[src/design/bct_pkg.sv]
// types, constants and helpers for the button countdown timer
// no dependencies
package bct_pkg;

    localparam int LIMIT_W = 32;
    localparam int TIME_W  = 6;
    localparam int BTN_W   = 3;

    localparam logic [LIMIT_W-1:0] LONG_PRESS_RESET = 32'd64000;
    localparam logic [TIME_W-1:0]  TIME_MAX         = 6'd59;

    // pressed-button patterns (active high, bit0 is button 1)
    localparam logic [BTN_W-1:0] PRESS_NONE = 3'b000;
    localparam logic [BTN_W-1:0] PRESS_B1   = 3'b001;
    localparam logic [BTN_W-1:0] PRESS_B2   = 3'b010;
    localparam logic [BTN_W-1:0] PRESS_B3   = 3'b100;

    typedef struct packed {
        logic             period_tick;
        logic [BTN_W-1:0] buttons_n;
    } item_t;

    typedef struct packed {
        logic              show_time;
        logic              alarm_raised;
        logic              led_on;
        logic [TIME_W-1:0] seconds_shown;
        logic [TIME_W-1:0] minutes_shown;
    } result_t;

    function automatic logic [TIME_W-1:0] advance_wrap(input logic [TIME_W-1:0] v);
        advance_wrap = (v >= TIME_MAX) ? '0 : v + 1'b1;
    endfunction

endpackage

[src/design/bct_in_stage.sv]
// input register of the button countdown timer
// depends on bct_pkg
module bct_in_stage
    import bct_pkg::*;
(
    input  logic  aclk,
    input  logic  aresetn,
    input  logic  s_tvalid,
    output logic  s_tready,
    input  item_t s_item,
    input  logic  take,
    output logic  item_valid,
    output item_t item
);

    logic  valid_reg;
    item_t item_reg;

    // free slot, or the held word leaves this cycle
    assign s_tready   = !valid_reg || take;
    assign item_valid = valid_reg;
    assign item       = item_reg;

    always_ff @(posedge aclk) begin
        if (!aresetn) begin
            valid_reg <= 1'b0;
        end else if (s_tready) begin
            valid_reg <= s_tvalid;
        end
    end

    always_ff @(posedge aclk) begin
        if (s_tvalid && s_tready) begin
            item_reg <= s_item;
        end
    end

endmodule

[src/design/bct_core.sv]
// timer state and the one-step update for each sampled word
// depends on bct_pkg
module bct_core
    import bct_pkg::*;
#(
    parameter int HOLD_BITS = 32
) (
    input  logic               aclk,
    input  logic               aresetn,
    input  logic               cfg_valid,
    input  logic [LIMIT_W-1:0] cfg_data,
    input  logic               step,
    input  item_t              item,
    output result_t            result
);

    localparam int CMP_W = (HOLD_BITS > LIMIT_W) ? HOLD_BITS : LIMIT_W;

    logic [LIMIT_W-1:0]   limit_reg;
    logic [TIME_W-1:0]    min_reg, min_next;
    logic [TIME_W-1:0]    sec_reg, sec_next;
    logic                 run_reg, run_next;
    logic                 alarm_reg, alarm_next;
    logic                 rep_reg, rep_next;
    logic                 led_reg, led_next;
    logic                 hold_act_reg, hold_act_next;
    logic [HOLD_BITS-1:0] hold_cnt_reg, hold_cnt_next;
    logic                 show;

    logic [BTN_W-1:0]  pressed;
    logic              short_hold;
    logic [TIME_W-1:0] min_dn, sec_dn;

    assign pressed    = ~item.buttons_n;
    assign short_hold = CMP_W'(hold_cnt_reg) <= CMP_W'(limit_reg);

    // countdown with borrow, sticking at 00:00
    assign min_dn = (sec_reg == '0 && min_reg != '0) ? min_reg - 1'b1 : min_reg;
    assign sec_dn = (sec_reg != '0) ? sec_reg - 1'b1 :
                    (min_reg != '0) ? TIME_MAX : sec_reg;

    always_comb begin
        min_next      = min_reg;
        sec_next      = sec_reg;
        run_next      = run_reg;
        alarm_next    = alarm_reg;
        rep_next      = rep_reg;
        led_next      = led_reg;
        hold_act_next = hold_act_reg;
        hold_cnt_next = hold_cnt_reg;
        show          = 1'b0;
        if (pressed == PRESS_NONE && hold_act_reg) begin
            // button 3 released
            if (short_hold) begin
                run_next = !run_reg;
                if (run_reg) begin
                    led_next = 1'b0;
                    rep_next = 1'b0;
                end
                alarm_next = 1'b0;
            end else begin
                run_next   = 1'b0;
                alarm_next = 1'b0;
                rep_next   = 1'b0;
                min_next   = '0;
                sec_next   = '0;
                show       = 1'b1;
            end
            hold_act_next = 1'b0;
            hold_cnt_next = '0;
        end else begin
            if (hold_act_reg && hold_cnt_reg != '1) begin
                hold_cnt_next = hold_cnt_reg + 1'b1;
            end
            case (pressed)
                PRESS_B1: begin
                    run_next   = 1'b0;
                    alarm_next = 1'b0;
                    led_next   = 1'b0;
                    rep_next   = 1'b0;
                    if (item.period_tick) begin
                        min_next = advance_wrap(min_reg);
                        show     = 1'b1;
                    end
                end
                PRESS_B2: begin
                    run_next   = 1'b0;
                    alarm_next = 1'b0;
                    led_next   = 1'b0;
                    rep_next   = 1'b0;
                    if (item.period_tick) begin
                        sec_next = advance_wrap(sec_reg);
                        show     = 1'b1;
                    end
                end
                PRESS_B3: begin
                    if (!hold_act_reg) begin
                        hold_act_next = 1'b1;
                        hold_cnt_next = '0;
                    end
                end
                PRESS_NONE: begin
                    if (item.period_tick && run_reg && !rep_reg) begin
                        min_next = min_dn;
                        sec_next = sec_dn;
                        led_next = alarm_reg ? 1'b1 : !led_reg;
                        show     = 1'b1;
                        if (min_dn == '0 && sec_dn == '0) begin
                            alarm_next = 1'b1;
                            rep_next   = 1'b1;
                            led_next   = 1'b1;
                        end
                    end
                end
                default: begin
                    // several buttons at once
                    run_next   = 1'b0;
                    alarm_next = 1'b0;
                    led_next   = 1'b0;
                    rep_next   = 1'b0;
                end
            endcase
        end
    end

    always_comb begin
        result.minutes_shown = min_next;
        result.seconds_shown = sec_next;
        result.led_on        = led_next;
        result.alarm_raised  = alarm_next;
        result.show_time     = show;
    end

    always_ff @(posedge aclk) begin
        if (!aresetn) begin
            limit_reg <= LONG_PRESS_RESET;
        end else if (cfg_valid) begin
            limit_reg <= cfg_data;
        end
    end

    always_ff @(posedge aclk) begin
        if (!aresetn) begin
            min_reg      <= '0;
            sec_reg      <= '0;
            run_reg      <= 1'b0;
            alarm_reg    <= 1'b0;
            rep_reg      <= 1'b0;
            led_reg      <= 1'b0;
            hold_act_reg <= 1'b0;
            hold_cnt_reg <= '0;
        end else if (step) begin
            min_reg      <= min_next;
            sec_reg      <= sec_next;
            run_reg      <= run_next;
            alarm_reg    <= alarm_next;
            rep_reg      <= rep_next;
            led_reg      <= led_next;
            hold_act_reg <= hold_act_next;
            hold_cnt_reg <= hold_cnt_next;
        end
    end

endmodule

[src/design/bct_out_stage.sv]
// result register of the button countdown timer
// depends on bct_pkg
module bct_out_stage
    import bct_pkg::*;
(
    input  logic    aclk,
    input  logic    aresetn,
    input  logic    load,
    input  result_t result,
    output logic    space,
    output logic    m_tvalid,
    input  logic    m_tready,
    output result_t m_result
);

    logic    valid_reg;
    result_t result_reg;

    // room when empty or the waiting word is taken now
    assign space    = !valid_reg || m_tready;
    assign m_tvalid = valid_reg;
    assign m_result = result_reg;

    always_ff @(posedge aclk) begin
        if (!aresetn) begin
            valid_reg <= 1'b0;
        end else if (space) begin
            valid_reg <= load;
        end
    end

    always_ff @(posedge aclk) begin
        if (load && space) begin
            result_reg <= result;
        end
    end

endmodule

[src/design/button_countdown_timer.sv]
// Button countdown timer, minutes:seconds. Each input word is one debounced
// sample of three active-low buttons plus the one-second tick flag, and gives
// exactly one result word with the time, LED, alarm and a display flag. One
// word is taken every clock cycle unless the output stalls; a result passes
// the input register, then the result register; the rate is set by the timer
// state update, combinational between them. The user must write the long-press
// limit through the cfg port while the block idles; the block does not enforce it.
// depends on bct_pkg, bct_in_stage, bct_core, bct_out_stage
module button_countdown_timer
    import bct_pkg::*;
#(
    parameter int HOLD_BITS = 32
) (
    input  logic               aclk,
    input  logic               aresetn,
    input  logic               cfg_valid,
    output logic               cfg_ready,
    input  logic [LIMIT_W-1:0] cfg_data,   // long_press_limit
    input  logic               s_tvalid,
    output logic               s_tready,
    input  logic [7:0]         s_tdata,    // buttons_n[2:0], period_tick[3], zero pad
    output logic               m_tvalid,
    input  logic               m_tready,
    output logic [15:0]        m_tdata     // minutes_shown[5:0], seconds_shown[11:6],
                                           // led_on[12], alarm_raised[13],
                                           // show_time[14], zero pad
);

    item_t   s_item;
    item_t   item;
    logic    item_valid;
    logic    space;
    logic    step;
    result_t result;
    result_t m_result;

    assign cfg_ready = 1'b1;
    assign s_item    = s_tdata[$bits(item_t)-1:0];
    assign step      = item_valid && space;
    assign m_tdata   = {1'b0, m_result};

    bct_in_stage u_in (
        .aclk       (aclk),
        .aresetn    (aresetn),
        .s_tvalid   (s_tvalid),
        .s_tready   (s_tready),
        .s_item     (s_item),
        .take       (space),
        .item_valid (item_valid),
        .item       (item)
    );

    bct_core #(
        .HOLD_BITS (HOLD_BITS)
    ) u_core (
        .aclk      (aclk),
        .aresetn   (aresetn),
        .cfg_valid (cfg_valid),
        .cfg_data  (cfg_data),
        .step      (step),
        .item      (item),
        .result    (result)
    );

    bct_out_stage u_out (
        .aclk     (aclk),
        .aresetn  (aresetn),
        .load     (step),
        .result   (result),
        .space    (space),
        .m_tvalid (m_tvalid),
        .m_tready (m_tready),
        .m_result (m_result)
    );

endmodule

[config.mk]
export PLATFORM = sky130hd
export DESIGN_NAME = button_countdown_timer
export DESIGN_NICKNAME = d
export VERILOG_FILES = /design/src/design/bct_pkg.sv /design/src/design/bct_in_stage.sv /design/src/design/bct_core.sv /design/src/design/bct_out_stage.sv /design/src/design/button_countdown_timer.sv
export SDC_FILE = /design/constraint.sdc
export NUM_CORES = 1
export LEC_CHECK = 0
export BUFFER_PORTS_ARGS = -buffer_cell sky130_fd_sc_hd__buf_4
export CORE_MARGIN = 3
export CORE_UTILIZATION = 60
export CTS_CLUSTER_SIZE = 16
export DETAILED_ROUTE_END_ITERATION = 10
export HOLD_SLACK_MARGIN = 0.05
export PLACE_DENSITY = 0.88
export SKIP_LAST_GASP = 1
export SLEW_MARGIN = 20
export SYNTH_ARGS = -nofsm -noshare
export SYNTH_HDL_FRONTEND = slang
export SYNTH_SLANG_ARGS = --single-unit
export TNS_END_PERCENT = 1
[constraint.sdc]
create_clock -name aclk -period 3 [get_ports aclk]
set_input_delay 0.9 -clock aclk [delete_from_list [all_inputs] [get_ports aclk]]
set_output_delay 0.9 -clock aclk [all_outputs]
set_load 0.02 [all_outputs]
# --- Yosys cells after proc, flatten, opt, wreduce, memory -nomap -nowiden ---
# Index checks and enable logic that the tools add are counted.
# W data, S select, Z words.
classes:
  n_lt_le_gt_ge: 3
  add_sub_neg: 5
  n_eq_ne: 9
  n_bitwise: 1
  reduce_logical: 28
  mux: 46
op_table:
  columns: ["operator", "n"]
  rows:
  - ["$mux W32", 4]
  - ["$mux W6", 13]
  - ["$add A32 B1 Y32 const B", 1]
  - ["$le A32 B32 Y1", 1]
  - ["$ne A32 B32 Y1 const B", 1]
  - ["$pmux W6 S2", 2]
  - ["$mux W1", 23]
  - ["$logic_not A6 Y1", 3]
  - ["$add A6 B1 Y6 const B", 2]
  - ["$ge A6 B6 Y1 const B", 2]
  - ["$reduce_bool A6 Y1", 2]
  - ["$sub A6 B1 Y6 const B", 2]
  - ["$logic_and A1 B1 Y1", 9]
  - ["$pmux W1 S2", 4]
  - ["$ne A3 B3 Y1 const B", 2]
  - ["$logic_not A1 Y1", 5]
  - ["$reduce_and A5 Y1", 1]
  - ["$ne A2 B1 Y1 const B", 2]
  - ["$reduce_and A2 Y1", 2]
  - ["$reduce_or A2 Y1", 2]
  - ["$eq A3 B1 Y1 const B", 1]
  - ["$eq A3 B2 Y1 const B", 1]
  - ["$eq A3 B3 Y1 const B", 1]
  - ["$logic_not A3 Y1", 1]
  - ["4 further kinds", 5]
word_totals:
  register_bits: 102
  elab_cells: 110
  input_bits: 45
  out_inout_bits: 19

# --- Longest topological paths before layout ---
# Gate-level depths: netlist (run 1).
logic_depth:
  depth_word: 9
  ltp_mapped: 11
  depth_no_buf: 9

# --- Hierarchy ---
# Synthesis (run 1) repeated with hierarchy kept, for this count alone.
unflattened:
  cells_unflattened: 756
  hier_area_um2: 6371.1
by_module_without_submodules:
  columns: ["mod", "cells_per_inst", "instances", "seq_area_each_um2", "area_per_inst_um2"]
  rows:
  - ["bct_core", 722, 1, 1621.6, 5656.7]
  - ["bct_out_stage", 20, 1, 470.5, 508.0]
  - ["bct_in_stage", 9, 1, 140.1, 177.7]
  - ["button_countdown_timer", 5, 1, 0.0, 28.8]

# --- Worst setup path after synthesis (run 1) ---
# No wires, ideal clock.
synth_timing:
  path_kind: "input to register"
  from: "in m_tready"
  to: "reg u_core.hold_cnt_reg[8]"
  setup_ns: 0.129
  cell_stages: 9
  path_buffers: 2
  slack_ns: 0.570
  arrival_ns: 2.301
  required_ns: 2.871
  cell_sequence: "nor2b_1 nand2b_1 clkbuf_1 nor2_1 nand2_1 clkbuf_1 a21oi_1 o21ai_0 o31ai_1"
synth_via:
  elab_chain_cells: 2
synth_rtl:
  columns: ["item", "line_no", "rtl"]
  rows:
  - ["start, declared", "button_countdown_timer.sv:23", "input logic m_tready,"]
  - ["$logic_or A1 B1 Y1", "bct_out_stage.sv:20", "assign space = !valid_reg || m_tready;"]
  - ["$logic_and A1 B1 Y1", "button_countdown_timer.sv:39", "assign step = item_valid && space;"]
  - ["end signal, assigned", "bct_core.sv:160", "hold_cnt_reg <= hold_cnt_next;"]
  - ["end, declared", "bct_core.sv:27", "logic [HOLD_BITS-1:0] hold_cnt_reg, hold_cnt_next;"]
# No other way between the ends.
# A chain may end at the register's enable or synchronous reset.

==> results of run 1 <==
-- power by group through the flow --
stage               clock network [uW]  logic, uW  registers, uW
finish                             849        316           1450
global route                       906        351           1460
CTS                                857        314           1460
detailed placement                   0        312           1490
global placement                     0        298           1480
floorplan                            0        190           1490
-- stage by stage --
step | setup slack (ns) | power, uW | util (%) | cell area, um2 | instances
floorplan | 0.5703 | 1680 | - | 6091 | 761
global placement | 0.2641 | 1783 | 67.55 | 6633 | 923
detailed placement | 0.1514 | 1799 | 67.55 | 6633 | 923
CTS | 0.4105 | 2627 | 69.42 | 6817 | 939
global route | 0.1820 | 2718 | 69.42 | 6817 | 939
finish | 0.3663 | 2621 | 69.42 | 6817 | 939
-- kinds of logic after synthesis --
kind of cell	count (synthesis)	share of synthesized area, %
AO/OA/AOI/OAI	215	22.39
XOR/XNOR	5	0.7189
adder cells (fa/ha/maj)	38	7.806
buffers and inverters	91	5.793
flip-flops	102	36.65
multiplexers	27	4.458
other	2	0.1233
AND/OR/NAND/NOR	281	22.06
-- worst max-delay path: stages (launching register included) --
cell and delay [ns]:
dfxtp_1 0.53, inv_1 0.14, ha_1 0.24, o21bai_1 0.18, a21o_1 0.19, a211o_1 0.30, a211oi_2 0.39, o21ai_0 0.19
o21ai_0 0.27
-- metal layers --
layer  vias up  GRT usage, %  routed length, um
met2       255         46.81               7505
met4         0         10.96                493
met1      2737         36.44               6490
met3        46         4.094               1188
met5         -             0                  0
li1       2832             -                  -
-- final cells by class --
type	count	area (um2)
Sequential cell	102	2232
Timing Repair Buffer	74	555.5
Fill cell	821	3003
Inverter	46	172.7
Multi-Input combinational cell	568	3506
Tap cell	133	166.4
Clock buffer	12	156.4
Clock inverter	4	27.53
-- layout by cell type, fill, tap and decap left out, types with 3 or more instances in the layout --
| cell type | instances |
|---|---|
| nand4_1 | 21 |
| nor3_1 | 14 |
| a211oi_1 | 5 |
| a21oi_1 | 53 |
| nor2b_1 | 4 |
| nor4_1 | 5 |
| o22ai_1 | 9 |
| inv_1 | 44 |
| or3_1 | 3 |
| xor2_1 | 5 |
| clkbuf_8 | 9 |
| o21ai_0 | 68 |
| or2_2 | 3 |
| nand3_1 | 30 |
| o211ai_1 | 11 |
| a21o_1 | 12 |
| nor2_1 | 73 |
| nand2_1 | 88 |
| nand2b_1 | 3 |
| a32o_1 | 6 |
| and4_1 | 3 |
| a31oi_1 | 16 |
| and2_1 | 7 |
| edfxtp_1 | 19 |
| and3_1 | 13 |
| a221o_1 | 3 |
| dfxtp_1 | 83 |
| ha_1 | 38 |
| o31ai_1 | 3 |
| mux2i_1 | 26 |
| nor3b_1 | 3 |
| buf_4 | 74 |
-- path summary, 6_finish.rpt --
check | from | end | slack (ns) | depth (start not counted)
setup / recovery | u_core.sec_reg[0] | u_out.m_result[12] | 0.37 | 8
hold / removal | u_core.alarm_reg | u_core.alarm_reg | 0.49 | 2
setup reg to reg | u_core.sec_reg[0] | u_out.m_result[12] | 0.37 | 8
hold reg to reg | u_core.alarm_reg | u_core.alarm_reg | 0.49 | 2
==> reports/metrics.cfg, run 1 <==
[cells_and_area]
layout-drive-gt1-share_pct=12.41
diodes=0
area_growth_pct=11.91
nets=884

[global_route]
grt_usage_pct=27.96
grt_max_degree=44
antenna_found_initial=0
first_global_vias=5444
grt_pass1_wl_mm=26.03
overflow=0

[timing]
slew_headroom_pct=39.81
hold_viol=0
fmax_mhz=379.7
setup_viol=0
tns_ns=0
worst_hold_slack_ns=0.4872
fin_crit_ns=2.634
timing.final.crit_share_pct=87.79
slew_violations=0
tightestPinTransition_ns=0.8995
rsz0062_at_grt=no
finClkSkew_ns=0.01301

[hold_path]
hold_path_class=reg -> reg

[route]
dr.pass1.iters=7
drt_iter0_markers=576
wl_mm=15.68
drcViolationCount=0
drt-wirelength-per-cell_um=16.70
vias_per_cell=6.251
ant_nets=0
vias=5870

[synthesis]
netlist_instances=761
synth_nets=844
avgSynthCellArea_um2=8.004
synthTopCellsByCount=88 x nand2_1, 83 x dfxtp_1, 73 x nor2_1, 68 x o21ai_0, 53 x a21oi_1
synth-edff-count=19
ys_seq_elements=102
synth_flop_cell=dfxtp_1
ys_top_cells_by_area=dfxtp_1 27%, edfxtp_1 9.4%, ha_1 7.8%
ys_warn_count=0
yosysMostFrequentCell=nand2_1
synth_top_area_share_pct=27.28
yosys.area.top_type=dfxtp_1
async_flop_share_pct=0
synth_cell_type_count=70
syn_area_um2=6091
synth_seq_area_share_pct=36.65

[worst_setup_path]
arrival_ns=2.81
cp-end-kind=register
crit_type=reg -> reg
crit_required_ns=3.18
startpoint_type=register
path_max_fanout=10

[placement]
port-buffer-count=57
gp_congestion=0.9290
dp_hpwl_mm=11.41

[pwr]
powerDensity_nw_per_um2=384.5
combPwrFrac_pct=12.1
peakVddDrop_v=0.0002157
p_sw_share_pct=26.88
seq_power_share_pct=55.5
p_leak_uw=0.002833
p_sw_uw=704.5
clockPowerShare_pct=32.4
p_int_uw=1916

[cts]
ctsHoldBuffers=0
cts_tree=yes
clock_sinks=102
cts_buffer_depth=2
numCtsBuffers=9
cts-root-buf=clkbuf_8
post_cts_buffers=0
clk_transition_reported_paths_ns=0.10
ctsResizeCount=0
clk_latency_ns=0.37
h-tree-depth=3

[floorplanning]
core_area_um2=9819
die_area_um2=11400
ios=64
initial_core_util_pct=62.03
die_w_um=106.8
die_h_um=106.8
rows=36

[job]
cap_violations=0

[outcome]
status=complete, no violations

No activity file was read; power rests on OpenSTA's default activity.
==> run 2, diff against run 1 <==
- PLACE_DENSITY: 0.88 -> 0.86
==> run 2 against run 1 <==
  * First-iteration DRC count shrank 28%
  * Worst hold slack gained 0.0051 ns
  * Core utilization is 0.18 points higher
  * Die area unchanged
==> reports/metrics.cfg, run 2 (synthesis results as in run 1) <==
[floorplanning]
initial_core_util_pct=62.03  ; unchanged
core_area_um2=9819  ; unchanged
die_w_um=106.8  ; unchanged
ios=64  ; unchanged
die_h_um=106.8  ; unchanged
die_area_um2=11400  ; unchanged
rows=36  ; unchanged

[cts]
numCtsBuffers=9  ; unchanged
cts_buffer_depth=2  ; unchanged
ctsResizeCount=0  ; unchanged
cts-root-buf=clkbuf_8  ; unchanged
post_cts_buffers=0  ; unchanged
clk_transition_reported_paths_ns=0.10  ; about the same
ctsHoldBuffers=0  ; unchanged
h-tree-depth=3  ; unchanged
clock_sinks=102  ; unchanged
cts_tree=yes  ; unchanged
clk_latency_ns=0.39  ; was 0.37 ns

[pwr]
power_uw=2560  ; was 2621 uW
powerDensity_nw_per_um2=374.6  ; was 384.5 nW/um2
p_leak_uw=0.002854  ; was 0.002833 uW
peakVddDrop_v=0.0004322  ; was 0.0002157 V

[timing]
timing.final.crit_share_pct=90.76  ; was 87.79%
rsz0062_at_grt=no  ; unchanged
finClkSkew_ns=0.01467  ; was 0.01301 ns
fmax_mhz=367.3  ; was 379.7 MHz
tightestPinTransition_ns=0.6305  ; was 0.8995 ns
slew_headroom_pct=57.81  ; was 39.81%
slew_violations=0  ; unchanged
setup_viol=0  ; unchanged
hold_viol=0  ; unchanged
tns_ns=0  ; unchanged
fin_crit_ns=2.723  ; was 2.634 ns

[cells_and_area]
diodes=0  ; unchanged
nets=889  ; was 884
final_common_cell=nand2_1  ; unchanged
area_growth_pct=12.20  ; was 11.91%
layout_common_cells=88 x nand2_1, 83 x dfxtp_1, 79 x buf_4, 73 x nor2_1, 68 x o21ai_0  ; was 88 x nand2_1, 83 x dfxtp_1, 74 x buf_4, 73 x nor2_1, 68 x o21ai_0
layout-drive-gt1-share_pct=12.95  ; was 12.41%

[global_route]
top_usage_layer=met2  ; unchanged
antenna_found_initial=0  ; unchanged
overflow=0  ; unchanged
grtUsageMet2_pct=48.38  ; was 46.81%
use_met1_pct=32.66  ; was 36.44%
grt_usage_pct=27.39  ; was 27.96%
grt_pass1_wl_mm=25.33  ; was 26.03 mm
first_global_vias=5431  ; was 5,444
grtUsageMet3_pct=5.960  ; was 4.094%
grt_max_degree=39  ; was 44

[worst_setup_path]
startpoint_type=register  ; unchanged
reg2reg_slack_ns=0.28  ; was 0.37 ns
path_max_fanout=10  ; unchanged
r2r-start=u_core.hold_cnt_reg[25]  ; was u_core.sec_reg[0]
crit_type=reg -> reg  ; unchanged
reg2reg_to=u_core.min_reg[2]  ; was u_out.m_result[12]
arrival_ns=3.05  ; was 2.81 ns
reg2regPathDepth=9  ; was 8
cp-end-kind=register  ; unchanged
crit_required_ns=3.32  ; was 3.18 ns

[route]
vias=5875  ; was 5,870
vias_per_cell=6.224  ; was 6.251
drt-wirelength-per-cell_um=16.34  ; was 16.70 um
dr.pass1.iters=5  ; was 7
drt_iter0_markers=415  ; was 576
ant_nets=0  ; unchanged
wl_mm=15.42  ; was 15.68 mm
drcViolationCount=0  ; unchanged

[hold_path]
whs_endpoint=u_core.alarm_reg  ; unchanged
hold_path_class=reg -> reg  ; unchanged
min_from=u_core.alarm_reg  ; unchanged
min_path_cells=2  ; unchanged

[job]
cap_violations=0  ; unchanged

[placement]
gp_congestion=0.9693  ; was 0.9290
dp_hpwl_mm=11.50  ; was 11.41 mm
port-buffer-count=57  ; unchanged

[outcome]
status=complete, no violations  ; unchanged

==> run 2: changes by cell type in the layout (fill, tap and decap cells not counted), sizes merged <==
cell      before  now
clkbuf        12   10
buf           74   79
clkinvlp       1    0
inv           46   45
clkinv         3    7
==> run 2: where the power goes <==
part | internal (uW) | leakage, uW | switching (uW)
sequential | 1430 | 0.000860 | 20.4
clock | 300 | 0.0000878 | 486
combinational | 131 | 0.00191 | 191
==> run 2: worst max-delay path by stage <==
stage                                  startpoint                      to  slack (ns)
after floorplan                          m_tready  u_core.hold_cnt_reg[8]        0.57
after global placement    u_core.hold_cnt_reg[25]       u_core.min_reg[1]        0.38
after detailed placement  u_core.hold_cnt_reg[25]       u_core.min_reg[1]        0.37
after CTS                 u_core.hold_cnt_reg[25]       u_core.min_reg[2]        0.33
after global routing       u_core.hold_cnt_reg[7]       u_core.min_reg[2]        0.14
final                     u_core.hold_cnt_reg[25]       u_core.min_reg[2]        0.28
==> run 2: layer usage <==
metal  up-vias  share of wire, %
met3        40               6.4
met2       234                50
met5         -                 0
li1       2854                 -
met1      2747                41
met4         0               2.6
==> run 2: cell type report <==
type	instances	area, um2
inverters	46	172.7
clock buffers	10	127.6
clock inverters	6	36.28
fillers	837	2985
flip-flops and latches	102	2232
well taps	133	166.4
repair buffers	79	593.1
multi-input cells	568	3506
==> run 2: critical path: stages, from the launching register on <==
cell	delay, ns
dfxtp_1	0.42
ha_1	0.35
nand4_1	0.15
nor4_1	0.41
buf_4	0.20
nand3_1	0.10
a21oi_1	0.18
o22a_1	0.26
nand2b_1	0.36
a32o_1	0.22
==> run 2: metrics by stage <==
| stage | std cells | worst slack (ns) | hold WS (ns) | utilization (%) | instance area (um2) |
|---|---|---|---|---|---|
| final | 944 | 0.2772 | 0.4923 | 69.60 | 6834 |
| after detailed placement | 928 | 0.3659 | 0.4733 | 67.93 | 6670 |
| after CTS | 944 | 0.3266 | 0.4880 | 69.60 | 6834 |
| after global placement | 928 | 0.3756 | 0.4602 | 67.93 | 6670 |
| after global routing | 944 | 0.1366 | 0.5086 | 69.60 | 6834 |
| after floorplan | 761 | 0.5703 | 0.4400 | - | 6091 |
